==> src/rtl/ticp_pkg.sv <==
// Shared types and constants for the TCP irregular chain parser.
// No dependencies; imported by ticp_seek and tcp_irregular_chain_parser.
`default_nettype none

package ticp_pkg;

    localparam int MAX_IP_HEADERS = 4;
    localparam int HDR_W          = 2;
    localparam int CNT_W          = 3;
    localparam int MASK_W         = 4;
    localparam int LEN_W          = 5;

    typedef enum logic [1:0] {
        OP_START = 2'd0,
        OP_DATA  = 2'd1,
        OP_END   = 2'd2,
        OP_NONE  = 2'd3
    } opcode_t;

    typedef enum logic [2:0] {
        FK_IP_ID     = 3'd0,
        FK_DSCP_ECN  = 3'd1,
        FK_TTL       = 3'd2,
        FK_TCP_FLAGS = 3'd3,
        FK_CHECKSUM  = 3'd4,
        FK_TOO_SHORT = 3'd5
    } field_kind_t;

    typedef enum logic [1:0] {
        CFG_HEADER_COUNT = 2'd0,
        CFG_IPV4_MASK    = 2'd1,
        CFG_RANDOM_IPID  = 2'd2,
        CFG_ECN_DEFAULT  = 2'd3
    } cfg_index_t;

    typedef enum logic [6:0] {
        PH_IDLE = 7'b0000001,
        PH_IPID = 7'b0000010,
        PH_DSCP = 7'b0000100,
        PH_TTL  = 7'b0001000,
        PH_TCPF = 7'b0010000,
        PH_CSUM = 7'b0100000,
        PH_DONE = 7'b1000000
    } phase_t;

    typedef struct packed {
        logic [CNT_W-1:0]  start_hdr;
        logic [1:0]        start_sub;
        logic [CNT_W-1:0]  hdr_count;
        logic [MASK_W-1:0] ipv4_mask;
        logic [MASK_W-1:0] rnd_mask;
        logic              inner_random;
        logic              ecn_active;
        logic              ttl_active;
    } seek_req_t;

    typedef struct packed {
        phase_t            phase;
        logic [HDR_W-1:0]  hdr;
    } seek_rsp_t;

endpackage

`default_nettype wire

==> src/rtl/ticp_seek.sv <==
// Next-field search: finds the next chain field present from a header/sub-step.
// Depends on ticp_pkg.
`default_nettype none

module ticp_seek
    import ticp_pkg::*;
(
    input  wire seek_req_t req,
    output seek_rsp_t      rsp
);

    logic              found;
    logic [CNT_W-1:0]  idx;
    logic [1:0]        sub;
    logic              inner;
    logic              rnd;

    always_comb begin
        found   = 1'b0;
        idx     = '0;
        sub     = '0;
        inner   = 1'b0;
        rnd     = 1'b0;
        rsp.phase = req.ecn_active ? PH_TCPF : PH_CSUM;
        rsp.hdr   = HDR_W'(req.hdr_count - CNT_W'(1));
        for (int i = 0; i < MAX_IP_HEADERS; i++) begin
            idx = CNT_W'(i);
            if (!found && idx >= req.start_hdr && idx < req.hdr_count) begin
                sub   = (idx == req.start_hdr) ? req.start_sub : 2'd0;
                inner = (idx == req.hdr_count - CNT_W'(1));
                rnd   = inner ? req.inner_random : req.rnd_mask[i];
                if (sub == 2'd0 && req.ipv4_mask[i] && rnd) begin
                    found     = 1'b1;
                    rsp.phase = PH_IPID;
                    rsp.hdr   = HDR_W'(i);
                end else if (sub <= 2'd1 && !inner && req.ecn_active) begin
                    found     = 1'b1;
                    rsp.phase = PH_DSCP;
                    rsp.hdr   = HDR_W'(i);
                end else if (!inner && req.ttl_active) begin
                    found     = 1'b1;
                    rsp.phase = PH_TTL;
                    rsp.hdr   = HDR_W'(i);
                end
            end
        end
    end

endmodule

`default_nettype wire

==> src/rtl/tcp_irregular_chain_parser.sv <==
// TCP irregular chain parser top level: input register, chain state, result register.
// Depends on ticp_pkg and ticp_seek.
//
// Usage:
//   The s_ channel carries one transaction per chain event: a start (latches the
//   per-packet flags), a data byte, or an end of available data. The m_ channel
//   carries at most one field per input transaction: IP-ID, DSCP/ECN, TTL, TCP
//   flags, checksum (last=1) or a too-short error (last=1). Start, unused bytes
//   and the first byte of a 16-bit field give no result.
//   Throughput: one input transaction per cycle while the receiver does not stall.
//   Path: an accepted transaction passes the input register, then chain decode
//   into the result register, which drives m_valid.
//   When the receiver stalls, the result register holds and the input register
//   fills; s_ready drops only when both are occupied.
//   Configuration: cfg_wr_en writes register cfg_index at once; write only
//   while the block is idle.
//   Reset (aresetn low, synchronous) restores the configuration defaults,
//   empties both registers and returns the parser to idle.
`default_nettype none

module tcp_irregular_chain_parser
    import ticp_pkg::*;
(
    input  wire logic              aclk,
    input  wire logic              aresetn,

    input  wire logic              cfg_wr_en,
    input  wire logic [1:0]        cfg_index,
    input  wire logic [3:0]        cfg_wdata,

    input  wire logic              s_valid,
    output logic                   s_ready,
    input  wire logic [1:0]        s_opcode,
    input  wire logic [7:0]        s_data_byte,
    input  wire logic              s_inner_random_ipid,
    input  wire logic              s_ecn_presence_known,
    input  wire logic              s_ecn_used_in_packet,
    input  wire logic              s_ttl_in_chain,

    output logic                   m_valid,
    input  wire logic              m_ready,
    output logic [2:0]             m_field_kind,
    output logic [1:0]             m_header_index,
    output logic [15:0]            m_field_value,
    output logic [1:0]             m_ecn_bits,
    output logic [3:0]             m_res_bits,
    output logic [4:0]             m_chain_length,
    output logic                   m_last
);

    // configuration
    logic [CNT_W-1:0]  header_count_reg;
    logic [MASK_W-1:0] ipv4_mask_reg;
    logic [MASK_W-1:0] rnd_mask_reg;
    logic              ecn_default_reg;

    // input register
    logic              in_valid_reg;
    logic [1:0]        in_opcode_reg;
    logic [7:0]        in_byte_reg;
    logic              in_inner_rnd_reg;
    logic              in_ecn_known_reg;
    logic              in_ecn_pkt_reg;
    logic              in_ttl_reg;

    // chain state
    phase_t            phase_reg, phase_next;
    logic [HDR_W-1:0]  hdr_reg, hdr_next;
    logic              second_reg, second_next;
    logic [7:0]        hold_reg, hold_next;
    logic              ecn_reg, ecn_next;
    logic              ttl_reg, ttl_next;
    logic              inner_reg, inner_next;
    logic [LEN_W-1:0]  consumed_reg, consumed_next;

    // result register
    logic              m_valid_reg;
    field_kind_t       kind_reg, kind_next;
    logic [HDR_W-1:0]  out_hdr_reg, out_hdr_next;
    logic [15:0]       value_reg, value_next;
    logic [1:0]        out_ecn_reg, out_ecn_next;
    logic [3:0]        res_reg, res_next;
    logic [LEN_W-1:0]  len_reg, len_next;
    logic              last_reg, last_next;
    logic              emit;

    logic              out_free;
    logic              work;
    logic [CNT_W-1:0]  eff_count;
    logic              start_ecn;
    logic [LEN_W-1:0]  consumed_inc;
    seek_req_t         seek_req;
    seek_rsp_t         seek_rsp;

    assign out_free = !m_valid_reg || m_ready;
    assign s_ready  = !in_valid_reg || out_free;
    assign work     = in_valid_reg && out_free;

    always_comb begin
        if (header_count_reg == '0) begin
            eff_count = CNT_W'(1);
        end else if (header_count_reg > CNT_W'(MAX_IP_HEADERS)) begin
            eff_count = CNT_W'(MAX_IP_HEADERS);
        end else begin
            eff_count = header_count_reg;
        end
    end

    assign start_ecn    = in_ecn_known_reg ? in_ecn_pkt_reg : ecn_default_reg;
    assign consumed_inc = (consumed_reg == '1) ? consumed_reg : consumed_reg + LEN_W'(1);

    always_comb begin
        seek_req.hdr_count    = eff_count;
        seek_req.ipv4_mask    = ipv4_mask_reg;
        seek_req.rnd_mask     = rnd_mask_reg;
        seek_req.start_hdr    = {1'b0, hdr_reg};
        seek_req.start_sub    = 2'd0;
        seek_req.inner_random = inner_reg;
        seek_req.ecn_active   = ecn_reg;
        seek_req.ttl_active   = ttl_reg;
        if (in_opcode_reg == OP_START) begin
            seek_req.start_hdr    = '0;
            seek_req.inner_random = in_inner_rnd_reg;
            seek_req.ecn_active   = start_ecn;
            seek_req.ttl_active   = in_ttl_reg;
        end else begin
            case (phase_reg)
                PH_IPID: seek_req.start_sub = 2'd1;
                PH_DSCP: seek_req.start_sub = 2'd2;
                PH_TTL:  seek_req.start_hdr = {1'b0, hdr_reg} + CNT_W'(1);
                default: seek_req.start_sub = 2'd0;
            endcase
        end
    end

    ticp_seek u_seek (
        .req (seek_req),
        .rsp (seek_rsp)
    );

    always_comb begin
        phase_next    = phase_reg;
        hdr_next      = hdr_reg;
        second_next   = second_reg;
        hold_next     = hold_reg;
        ecn_next      = ecn_reg;
        ttl_next      = ttl_reg;
        inner_next    = inner_reg;
        consumed_next = consumed_reg;
        emit          = 1'b0;
        kind_next     = kind_reg;
        out_hdr_next  = hdr_reg;
        value_next    = '0;
        out_ecn_next  = '0;
        res_next      = '0;
        len_next      = consumed_reg;
        last_next     = 1'b0;
        if (work) begin
            if (in_opcode_reg == OP_START) begin
                inner_next    = in_inner_rnd_reg;
                ecn_next      = start_ecn;
                ttl_next      = in_ttl_reg;
                consumed_next = '0;
                second_next   = 1'b0;
                hold_next     = '0;
                phase_next    = seek_rsp.phase;
                hdr_next      = seek_rsp.hdr;
            end else if (in_opcode_reg == OP_END && phase_reg != PH_IDLE
                         && phase_reg != PH_DONE) begin
                emit        = 1'b1;
                kind_next   = FK_TOO_SHORT;
                last_next   = 1'b1;
                phase_next  = PH_DONE;
                second_next = 1'b0;
            end else if (in_opcode_reg == OP_DATA && phase_reg != PH_IDLE
                         && phase_reg != PH_DONE) begin
                consumed_next = consumed_inc;
                len_next      = consumed_inc;
                case (phase_reg)
                    PH_IPID, PH_CSUM: begin
                        if (!second_reg) begin
                            second_next = 1'b1;
                            hold_next   = in_byte_reg;
                        end else begin
                            second_next = 1'b0;
                            emit        = 1'b1;
                            value_next  = {hold_reg, in_byte_reg};
                            if (phase_reg == PH_IPID) begin
                                kind_next  = FK_IP_ID;
                                phase_next = seek_rsp.phase;
                                hdr_next   = seek_rsp.hdr;
                            end else begin
                                kind_next  = FK_CHECKSUM;
                                last_next  = 1'b1;
                                phase_next = PH_DONE;
                            end
                        end
                    end
                    PH_DSCP: begin
                        emit         = 1'b1;
                        kind_next    = FK_DSCP_ECN;
                        value_next   = {10'd0, in_byte_reg[7:2]};
                        out_ecn_next = in_byte_reg[1:0];
                        phase_next   = seek_rsp.phase;
                        hdr_next     = seek_rsp.hdr;
                    end
                    PH_TTL: begin
                        emit       = 1'b1;
                        kind_next  = FK_TTL;
                        value_next = {8'd0, in_byte_reg};
                        phase_next = seek_rsp.phase;
                        hdr_next   = seek_rsp.hdr;
                    end
                    default: begin
                        emit         = 1'b1;
                        kind_next    = FK_TCP_FLAGS;
                        value_next   = {14'd0, in_byte_reg[1:0]};
                        out_ecn_next = in_byte_reg[7:6];
                        res_next     = in_byte_reg[5:2];
                        phase_next   = PH_CSUM;
                    end
                endcase
            end
        end
    end

    always_ff @(posedge aclk) begin
        if (!aresetn) begin
            header_count_reg <= CNT_W'(1);
            ipv4_mask_reg    <= MASK_W'(1);
            rnd_mask_reg     <= '0;
            ecn_default_reg  <= 1'b0;
        end else if (cfg_wr_en) begin
            case (cfg_index)
                CFG_HEADER_COUNT: header_count_reg <= cfg_wdata[CNT_W-1:0];
                CFG_IPV4_MASK:    ipv4_mask_reg    <= cfg_wdata[MASK_W-1:0];
                CFG_RANDOM_IPID:  rnd_mask_reg     <= cfg_wdata[MASK_W-1:0];
                default:          ecn_default_reg  <= cfg_wdata[0];
            endcase
        end
    end

    always_ff @(posedge aclk) begin
        if (!aresetn) begin
            in_valid_reg <= 1'b0;
        end else if (s_ready) begin
            in_valid_reg <= s_valid;
        end
    end

    always_ff @(posedge aclk) begin
        if (s_valid && s_ready) begin
            in_opcode_reg    <= s_opcode;
            in_byte_reg      <= s_data_byte;
            in_inner_rnd_reg <= s_inner_random_ipid;
            in_ecn_known_reg <= s_ecn_presence_known;
            in_ecn_pkt_reg   <= s_ecn_used_in_packet;
            in_ttl_reg       <= s_ttl_in_chain;
        end
    end

    always_ff @(posedge aclk) begin
        if (!aresetn) begin
            phase_reg    <= PH_IDLE;
            hdr_reg      <= '0;
            second_reg   <= 1'b0;
            hold_reg     <= '0;
            ecn_reg      <= 1'b0;
            ttl_reg      <= 1'b0;
            inner_reg    <= 1'b0;
            consumed_reg <= '0;
        end else begin
            phase_reg    <= phase_next;
            hdr_reg      <= hdr_next;
            second_reg   <= second_next;
            hold_reg     <= hold_next;
            ecn_reg      <= ecn_next;
            ttl_reg      <= ttl_next;
            inner_reg    <= inner_next;
            consumed_reg <= consumed_next;
        end
    end

    always_ff @(posedge aclk) begin
        if (!aresetn) begin
            m_valid_reg <= 1'b0;
        end else if (emit) begin
            m_valid_reg <= 1'b1;
        end else if (m_ready) begin
            m_valid_reg <= 1'b0;
        end
    end

    always_ff @(posedge aclk) begin
        if (emit) begin
            kind_reg    <= kind_next;
            out_hdr_reg <= out_hdr_next;
            value_reg   <= value_next;
            out_ecn_reg <= out_ecn_next;
            res_reg     <= res_next;
            len_reg     <= len_next;
            last_reg    <= last_next;
        end
    end

    assign m_valid        = m_valid_reg;
    assign m_field_kind   = kind_reg;
    assign m_header_index = out_hdr_reg;
    assign m_field_value  = value_reg;
    assign m_ecn_bits     = out_ecn_reg;
    assign m_res_bits     = res_reg;
    assign m_chain_length = len_reg;
    assign m_last         = last_reg;

    a_last_ends_chain: assert property (@(posedge aclk) disable iff (!aresetn)
        (emit && last_next) |=> (phase_reg == PH_DONE))
        else $error("chain not closed after last field");

    a_second_byte_phase: assert property (@(posedge aclk) disable iff (!aresetn)
        second_reg |-> (phase_reg == PH_IPID || phase_reg == PH_CSUM))
        else $error("half word held outside a 16-bit field");

    a_input_held: assert property (@(posedge aclk) disable iff (!aresetn)
        (in_valid_reg && !out_free) |=> in_valid_reg)
        else $error("stalled input transaction dropped");

    a_no_overwrite: assert property (@(posedge aclk) disable iff (!aresetn)
        (m_valid_reg && !m_ready) |-> !emit)
        else $error("result register overwritten while stalled");

endmodule

`default_nettype wire
==> config.mk <==
export PLATFORM = sky130hd
export DESIGN_NAME = tcp_irregular_chain_parser
export DESIGN_NICKNAME = d
export VERILOG_FILES = /design/src/rtl/ticp_pkg.sv /design/src/rtl/ticp_seek.sv /design/src/rtl/tcp_irregular_chain_parser.sv
export SDC_FILE = /design/constraint.sdc
export NUM_CORES = 1
export LEC_CHECK = 0
export BUFFER_PORTS_ARGS = -buffer_cell sky130_fd_sc_hd__buf_2
export CORE_ASPECT_RATIO = 1.5
export CORE_UTILIZATION = 45
export CTS_BUF_LIST = sky130_fd_sc_hd__clkbuf_2 sky130_fd_sc_hd__clkbuf_4 sky130_fd_sc_hd__clkbuf_8
export DETAILED_ROUTE_END_ITERATION = 10
export SLEW_MARGIN = 0
export SYNTH_ARGS = -nofsm -noshare
export SYNTH_HDL_FRONTEND = slang
export SYNTH_SLANG_ARGS = --single-unit
export TNS_END_PERCENT = 100
==> constraint.sdc <==
create_clock -name aclk -period 4.4 [get_ports aclk]
set_input_delay 0.22 -clock aclk [delete_from_list [all_inputs] [get_ports aclk]]
set_output_delay 0.22 -clock aclk [all_outputs]
set_load 0.03 [all_outputs]
==> results of run 1 <==
## per-stage QoR
stage	worst slack, ns	std cells	total power, W	area, sq um
after CTS	0.748	595	0.00173	5060
after global routing	0.503	596	0.00179	5070
after detailed placement	0.753	579	0.00109	4830
final	0.785	596	0.00172	5070
after global placement	0.919	579	0.00109	4830
after floorplan	0.412	417	0.00103	4430
## power breakdown
part / leakage (nW) / internal [W] / switching [W]
registers: 0.760 / 0.000875 / 0.0000223
clock network: 0.115 / 0.000332 / 0.000314
logic: 1.12 / 0.0000665 / 0.000105
total: 2.00 / 0.00127 / 0.000442
## per-layer routing
metal	GRT usage, %	vias up	share of wire, %
met5	0	-	0
met4	11.5	0	4.4
met3	3.60	25	3.0
met2	40.1	79	55
met1	21.1	1606	38
li1	-	1690	-
## cells in the mapped netlist (3+ instances only)
cell | n | area, sq um
and4_1 | 3 | 26.3
nand2_1 | 33 | 124
edfxtp_1 | 47 | 1410
a21o_1 | 7 | 52.6
o21ai_0 | 15 | 75.1
clkbuf_1 | 7 | 26.3
a22oi_2 | 8 | 100
ha_1 | 8 | 100
mux2i_1 | 13 | 130
nand3_1 | 8 | 40.0
nand3b_1 | 3 | 22.5
nor3_1 | 8 | 40.0
nor2_1 | 19 | 71.3
a22oi_1 | 8 | 60.1
a2bb2oi_1 | 3 | 26.3
or3_1 | 8 | 50.1
inv_1 | 10 | 37.5
o21a_1 | 5 | 37.5
buf_2 | 4 | 20.0
a21boi_0 | 3 | 22.5
nor2b_1 | 30 | 188
dfxtp_1 | 40 | 801
xnor2_1 | 4 | 35.0
and3_1 | 8 | 50.1
a211oi_1 | 3 | 22.5
o211ai_1 | 4 | 30.0
nand2b_1 | 5 | 31.3
and2_1 | 13 | 81.3
a21oi_1 | 23 | 115
a31oi_1 | 5 | 31.3
o22ai_1 | 3 | 18.8
## cells by family (layout without fill, tap and decap cells)
group           Yosys count  after routing
mux                      15             15
xor+xnor                  6              6
compound gates          113            113
fa+ha+maj                 8              8
buf+inv                  24             88
simple gates            164            164
flops                    87             87
## worst max path at each step
stage                                     start                           to  slack (ns)  depth (start not counted)
5_1_grt        header_count_reg[2]$_SDFFE_PN0P_    phase_reg[2]$_SDFFE_PN0P_        0.50                         11
3_5_place_dp   header_count_reg[2]$_SDFFE_PN0P_    phase_reg[2]$_SDFFE_PN0P_        0.75                         11
2_1_floorplan         phase_reg[2]$_SDFFE_PN0P_  m_chain_length[0]$_DFFE_PP_        0.41                          5
4_1_cts        header_count_reg[2]$_SDFFE_PN0P_    phase_reg[2]$_SDFFE_PN0P_        0.75                         11
3_3_place_gp   header_count_reg[0]$_SDFFE_PN1P_    phase_reg[2]$_SDFFE_PN0P_        0.92                         12
6_report       header_count_reg[2]$_SDFFE_PN0P_    phase_reg[2]$_SDFFE_PN0P_        0.78                         11
## layout by cell type (no fill, tap or decap), types with 4 or more instances in the layout
master | synthesis | routed
a22oi_2 | 8 | 8
mux2i_1 | 13 | 13
a21oi_1 | 23 | 23
o211ai_1 | 4 | 4
ha_1 | 8 | 8
and2_1 | 13 | 13
o21a_1 | 5 | 5
a22oi_1 | 8 | 8
inv_1 | 10 | 10
xnor2_1 | 4 | 4
o21ai_0 | 15 | 15
or3_1 | 8 | 8
nor2b_1 | 30 | 30
a31oi_1 | 5 | 5
nand3_1 | 8 | 8
nor3_1 | 8 | 8
nand2b_1 | 5 | 5
nand2_1 | 33 | 33
nor2_1 | 19 | 19
edfxtp_1 | 47 | 47
a21o_1 | 7 | 7
and3_1 | 8 | 8
buf_2 | 4 | 59
clkbuf_8 | 0 | 9
dfxtp_1 | 40 | 40
## area by class of cell
cell class	instances	area share, %
inverter	10	0.740
tap	115	2.84
multi-input combinational	306	41.8
clock buffer	9	2.44
timing repair buffer	62	6.31
clock inverter	7	2.22
sequential	87	43.6
==> impl_metrics.yaml, run 1 <==
status:
  outcome: "finished clean"
clock_tree:
  htreeDepth: 3
  cts.clk_slew.worst_paths_ns: 0.10
  cts_tree: "done"
  cts_buffer_depth: 2
  cts_sinks: 87
  root_buffer: "clkbuf_8"
  cts-hold-fix-buffers: 0
  cts_resized: 0
  cts_buffers: 9
  post-cts-setup-buffers: 0
  clock_latency_ns: 0.36
yosys:
  ys_seq_elements: 87
  syn_nets: 450
  ys_async_sr_fraction_pct: 0
  syn_area_per_cell_sq_um: 10.6
  synth_cell_types: 73
  synth-seq-area-share_pct: 50.0
  muxShareOfSynthArea_pct: 3.45
  synth_adder_area_share_pct: 2.26
  ys_warn_count: 0
  yosys.area_share.simple_pct: 22.1
  synthCells: 417
  synth_edf_count: 47
  ys.flop_type: "edfxtp_1"
  synth_xor_xnor_area_share_pct: 1.36
  syn_area_sq_um: 4430
  synth_compound_area_share_pct: 18.5
  synth_top_family_by_area: "simple AND/OR/NAND/NOR gates"
timing:
  period_needed_ns: 3.62
  slew_violations: 0
  max_slew_margin_pct: 43.9
  hold_viol: 0
  whs_ns: 0.0224
  setup_viol: 0
  fmax_mhz: 277
  min_period_over_period_pct: 82.2
  fin_tns_setup_ns: 0
  rsz0062_at_grt: "false"
  finClkSkew_ns: 0.0119
  max_slew.worst_pin.slew_ns: 0.835
global_routing:
  grt.total_usage_pct: 20.8
  grt_max_degree: 42
  antenna_found_initial: 0
  grt_pass1_wl_microns: 16300
  grt_overflow_total: 0
  grt_pass1_vias: 3263
routing:
  ant_nets: 0
  avgViaCountPerCell: 5.70
  routed_wl_microns: 10300
  post_drt_wl_per_cell_microns: 17.3
  via_count: 3400
  drc_errors: 0
  drt_iter0_drc: 180
  firstDrtPassIters: 6
min_path:
  holdPathStages: 1
  min_from: "s_data_byte[6]"
  hold_path.class: "input port to flip-flop"
  hold_path_end: "in_byte_reg[6]$_DFFE_PP_"
power_and_ir_drop:
  ir_drop_v: 0.000247
  p_leak_nw: 2.00
  powerDensity_nw_per_um2: 338
worst_setup_path:
  worst_path_max_delay_cell: "or4_1"
  crit_family: "compound AO/OA/AOI/OAI gates"
  worst_setup_path_start_kind: "flip-flop"
  cp_num_buf_inv: 1
  crit_required_ns: 4.68
  endpoint_kind: "flip-flop"
  critical_path_arrival_ns: 3.89
  cp_cell_sequence: "a21oi_1 -> inv_1 -> ha_1 -> xnor2_2 -> nand2_1 -> and2_0 -> a222oi_1 -> o21ai_2 -> or4_1 -> a21boi_1 -> o32ai_1"
  r2r-end: "phase_reg[2]$_SDFFE_PN0P_"
  worstPathMaxFanout: 9
  rrSetupSlack_ns: 0.78
  rr_startpoint: "header_count_reg[2]$_SDFFE_PN0P_"
  max_stage_delay_ns: 0.57
  path_class: "flip-flop to flip-flop"
  r2r_cells: 11
floorplanning:
  die_h_microns: 123
  row_count: 44
  initial_utilization_pct: 45.9
  io_pins: 60
  die_w_microns: 83.0
  core_sq_um: 9630
  fp.dieArea_sq_um: 10200
finish:
  fill_cells: 862
  drive_above_1_share_pct: 21.6
  largest_reg_flops: 16
  multi_input_comb_area_sq_um: 2120
  seq_area_sq_um: 2210
  n_antenna_cell: 0
  fin_util_pct: 52.7
  fin_nets: 509
  areaGrowthSynthToFinish_pct: 14.6
placement:
  place_hpwl_microns: 7890
  numPortBuffers: 59
  place_congestion: 0.914
job:
  drv_cap: 0
No activity file was read; power rests on OpenSTA's default activity.
==> run 2: changes to the inputs <==
--- a/config.mk
+++ b/config.mk
@@ -10,6 +10,7 @@
 export CORE_UTILIZATION = 45
 export CTS_BUF_LIST = sky130_fd_sc_hd__clkbuf_2 sky130_fd_sc_hd__clkbuf_4 sky130_fd_sc_hd__clkbuf_8
 export DETAILED_ROUTE_END_ITERATION = 10
+export PLACE_DENSITY = 0.67
 export SLEW_MARGIN = 0
 export SYNTH_ARGS = -nofsm -noshare
 export SYNTH_HDL_FRONTEND = slang
==> constraint.sdc (replaced) <==
create_clock -name aclk -period 3 [get_ports aclk]
set_input_delay 0.15 -clock aclk [delete_from_list [all_inputs] [get_ports aclk]]
set_output_delay 0.15 -clock aclk [all_outputs]
set_load 0.03 [all_outputs]
==> run 2 against run 1 <==
First-iteration DRC count shrank 9.4%. Non-clock buffer count up 55. Clock skew decreased by 0.0021 ns. Via count increased by 7.3%. Core utilization grew 5.3 points. Flip-flop and latch count unchanged. Cell area grew 10%. Global-route usage rose by 1.3 points. Count of clock-buffer cells in the layout unchanged. Hold slack gained 0.0011 ns. Critical endpoint unchanged. Largest power group unchanged.
==> impl_metrics.yaml, run 2 (synthesized netlist as in run 1, its figures left out) <==
clock_tree:
  cts_buffer_depth: 2
  cts_tree: "done"
  cts_sinks: 87
  cts.clk_slew.worst_paths_ns: 0.10
  clock_latency_ns: 0.37
  htreeDepth: 3
  cts_buffers: 9
  root_buffer: "clkbuf_8"
timing:
  setup_viol: 0
  slew_violations: 0
  max_slew.worst_pin.slew_ns: 0.766
  rsz0062_at_grt: "true"
  finClkSkew_ns: 0.00978
  fin_tns_setup_ns: 0
  period_needed_ns: 2.99
  max_slew_margin_pct: 48.5
  fmax_mhz: 335
  setup_ws_ns: 0.0115
  min_period_over_period_pct: 99.6
  hold_viol: 0
global_routing:
  grt_overflow_total: 0
  grt_max_degree: 41
  grt_pass1_vias: 3604
  grt.total_usage_pct: 22.1
  grt_pass1_wl_microns: 17400
  antenna_found_initial: 0
placement:
  numPortBuffers: 59
  place_hpwl_microns: 8210
  dpl_worst_slack_ns: -0.0584
  place_congestion: 0.911
  dpl.cell_count: 614
floorplanning:
  core_sq_um: 9630
  io_pins: 60
  row_count: 44
  initial_utilization_pct: 45.9
  die_w_microns: 83.0
  die_h_microns: 123
  fp.dieArea_sq_um: 10200
finish:
  areaGrowthSynthToFinish_pct: 26.2
  mostFrequentLayoutCells: "59 x buf_2, 47 x edfxtp_1, 41 x buf_4"
  final_common_cell: "buf_2"
  n_antenna_cell: 0
  instances_no_fill: 651
  drive_above_1_share_pct: 29.3
  fin_nets: 564
  largest_reg_flops: 16
worst_setup_path:
  worstPathMaxFanout: 6
  path_class: "flip-flop to flip-flop"
  worst_setup_path_start_kind: "flip-flop"
  critical_path_arrival_ns: 3.25
  rrSetupSlack_ns: 0.01
  endpoint_kind: "flip-flop"
  crit_required_ns: 3.27
routing:
  drc_errors: 0
  post_drt_wl_per_cell_microns: 16.7
  routed_wl_microns: 10900
  ant_nets: 0
  via_count: 3647
  drt_iter0_drc: 163
  firstDrtPassIters: 4
  avgViaCountPerCell: 5.60
min_path:
  hold_path.class: "input port to flip-flop"
power_and_ir_drop:
  p_leak_nw: 2.25
  power_w: 0.00250
  ir_drop_v: 0.000295
  powerDensity_nw_per_um2: 448
status:
  outcome: "finished clean"
job:
  drv_cap: 0
[run 2: cell count changes in the layout (fill, tap and decap cells not counted), moves of 2 or more]
cell,before,now
buf_12,0,2
buf_4,2,41
dlygate4sd3_1,1,14
o2111ai_1,2,0
o2111ai_2,0,2
o21ai_0,15,12
o21ai_1,2,5
[run 2: timing repair]
action,4_1_cts,5_1_grt
resized for setup,0,15
pin swaps,2,3
hold buffers,14,0
endpoints found under the setup margin,2,5
endpoints found under the hold margin,14,0
setup buffers,4,3
[run 2: worst paths after layout]
path,startpoint,end,depth (start not counted)
worst min-delay path,s_valid,in_valid_reg$_SDFFE_PN0N_,3
worst min register to register,inner_reg$_SDFFE_PN0P_,inner_reg$_SDFFE_PN0P_,2
worst max register to register,header_count_reg[0]$_SDFFE_PN1P_,phase_reg[2]$_SDFFE_PN0P_,12
worst max-delay path,header_count_reg[0]$_SDFFE_PN1P_,phase_reg[2]$_SDFFE_PN0P_,12
[run 2: power by group]
| group | internal, W | switching (W) |
|---|---|---|
| clock network | 0.000400 | 0.000458 |
| logic | 0.000155 | 0.000174 |
| registers | 0.00128 | 0.0000318 |
[run 2: cell type report]
class                   count  area, sq um
inverters                  10         37.5
flip-flops and latches     87         2210
fillers                   818         4050
clock inverters             7         87.6
multi-input cells         306         2180
repair buffers            117          795
well taps                 115          144
clock buffers               9          124
[run 2: routing by layer]
layer  track usage [%]  share of wire (%)
met2              44.4                 56
met1              20.6                 37
met5                 0                  0
met4              12.0                4.4
met3              4.47                3.0
[run 2: through the flow]
stage          cell area [sq um]  hold slack [ns]  utilization [%]
6_report                    5590           0.0234             58.0
5_1_grt                     5590           0.0139             58.0
4_1_cts                     5510           0.0136             57.2
3_5_place_dp                5130            0.329             53.3
3_3_place_gp                5130            0.327             53.3
2_1_floorplan               4450            0.249                -
[run 2: worst max-delay path, cell delays in order, from the launching register on]
cell	delay, ns
dfxtp_2	0.34
inv_1	0.06
a21oi_2	0.15
inv_2	0.07
ha_4	0.17
xnor2_4	0.23
o2111ai_2	0.19
a32oi_1	0.26
o221ai_1	0.17
o21a_1	0.28
or4_4	0.53
a21boi_1	0.15
o32ai_1	0.30
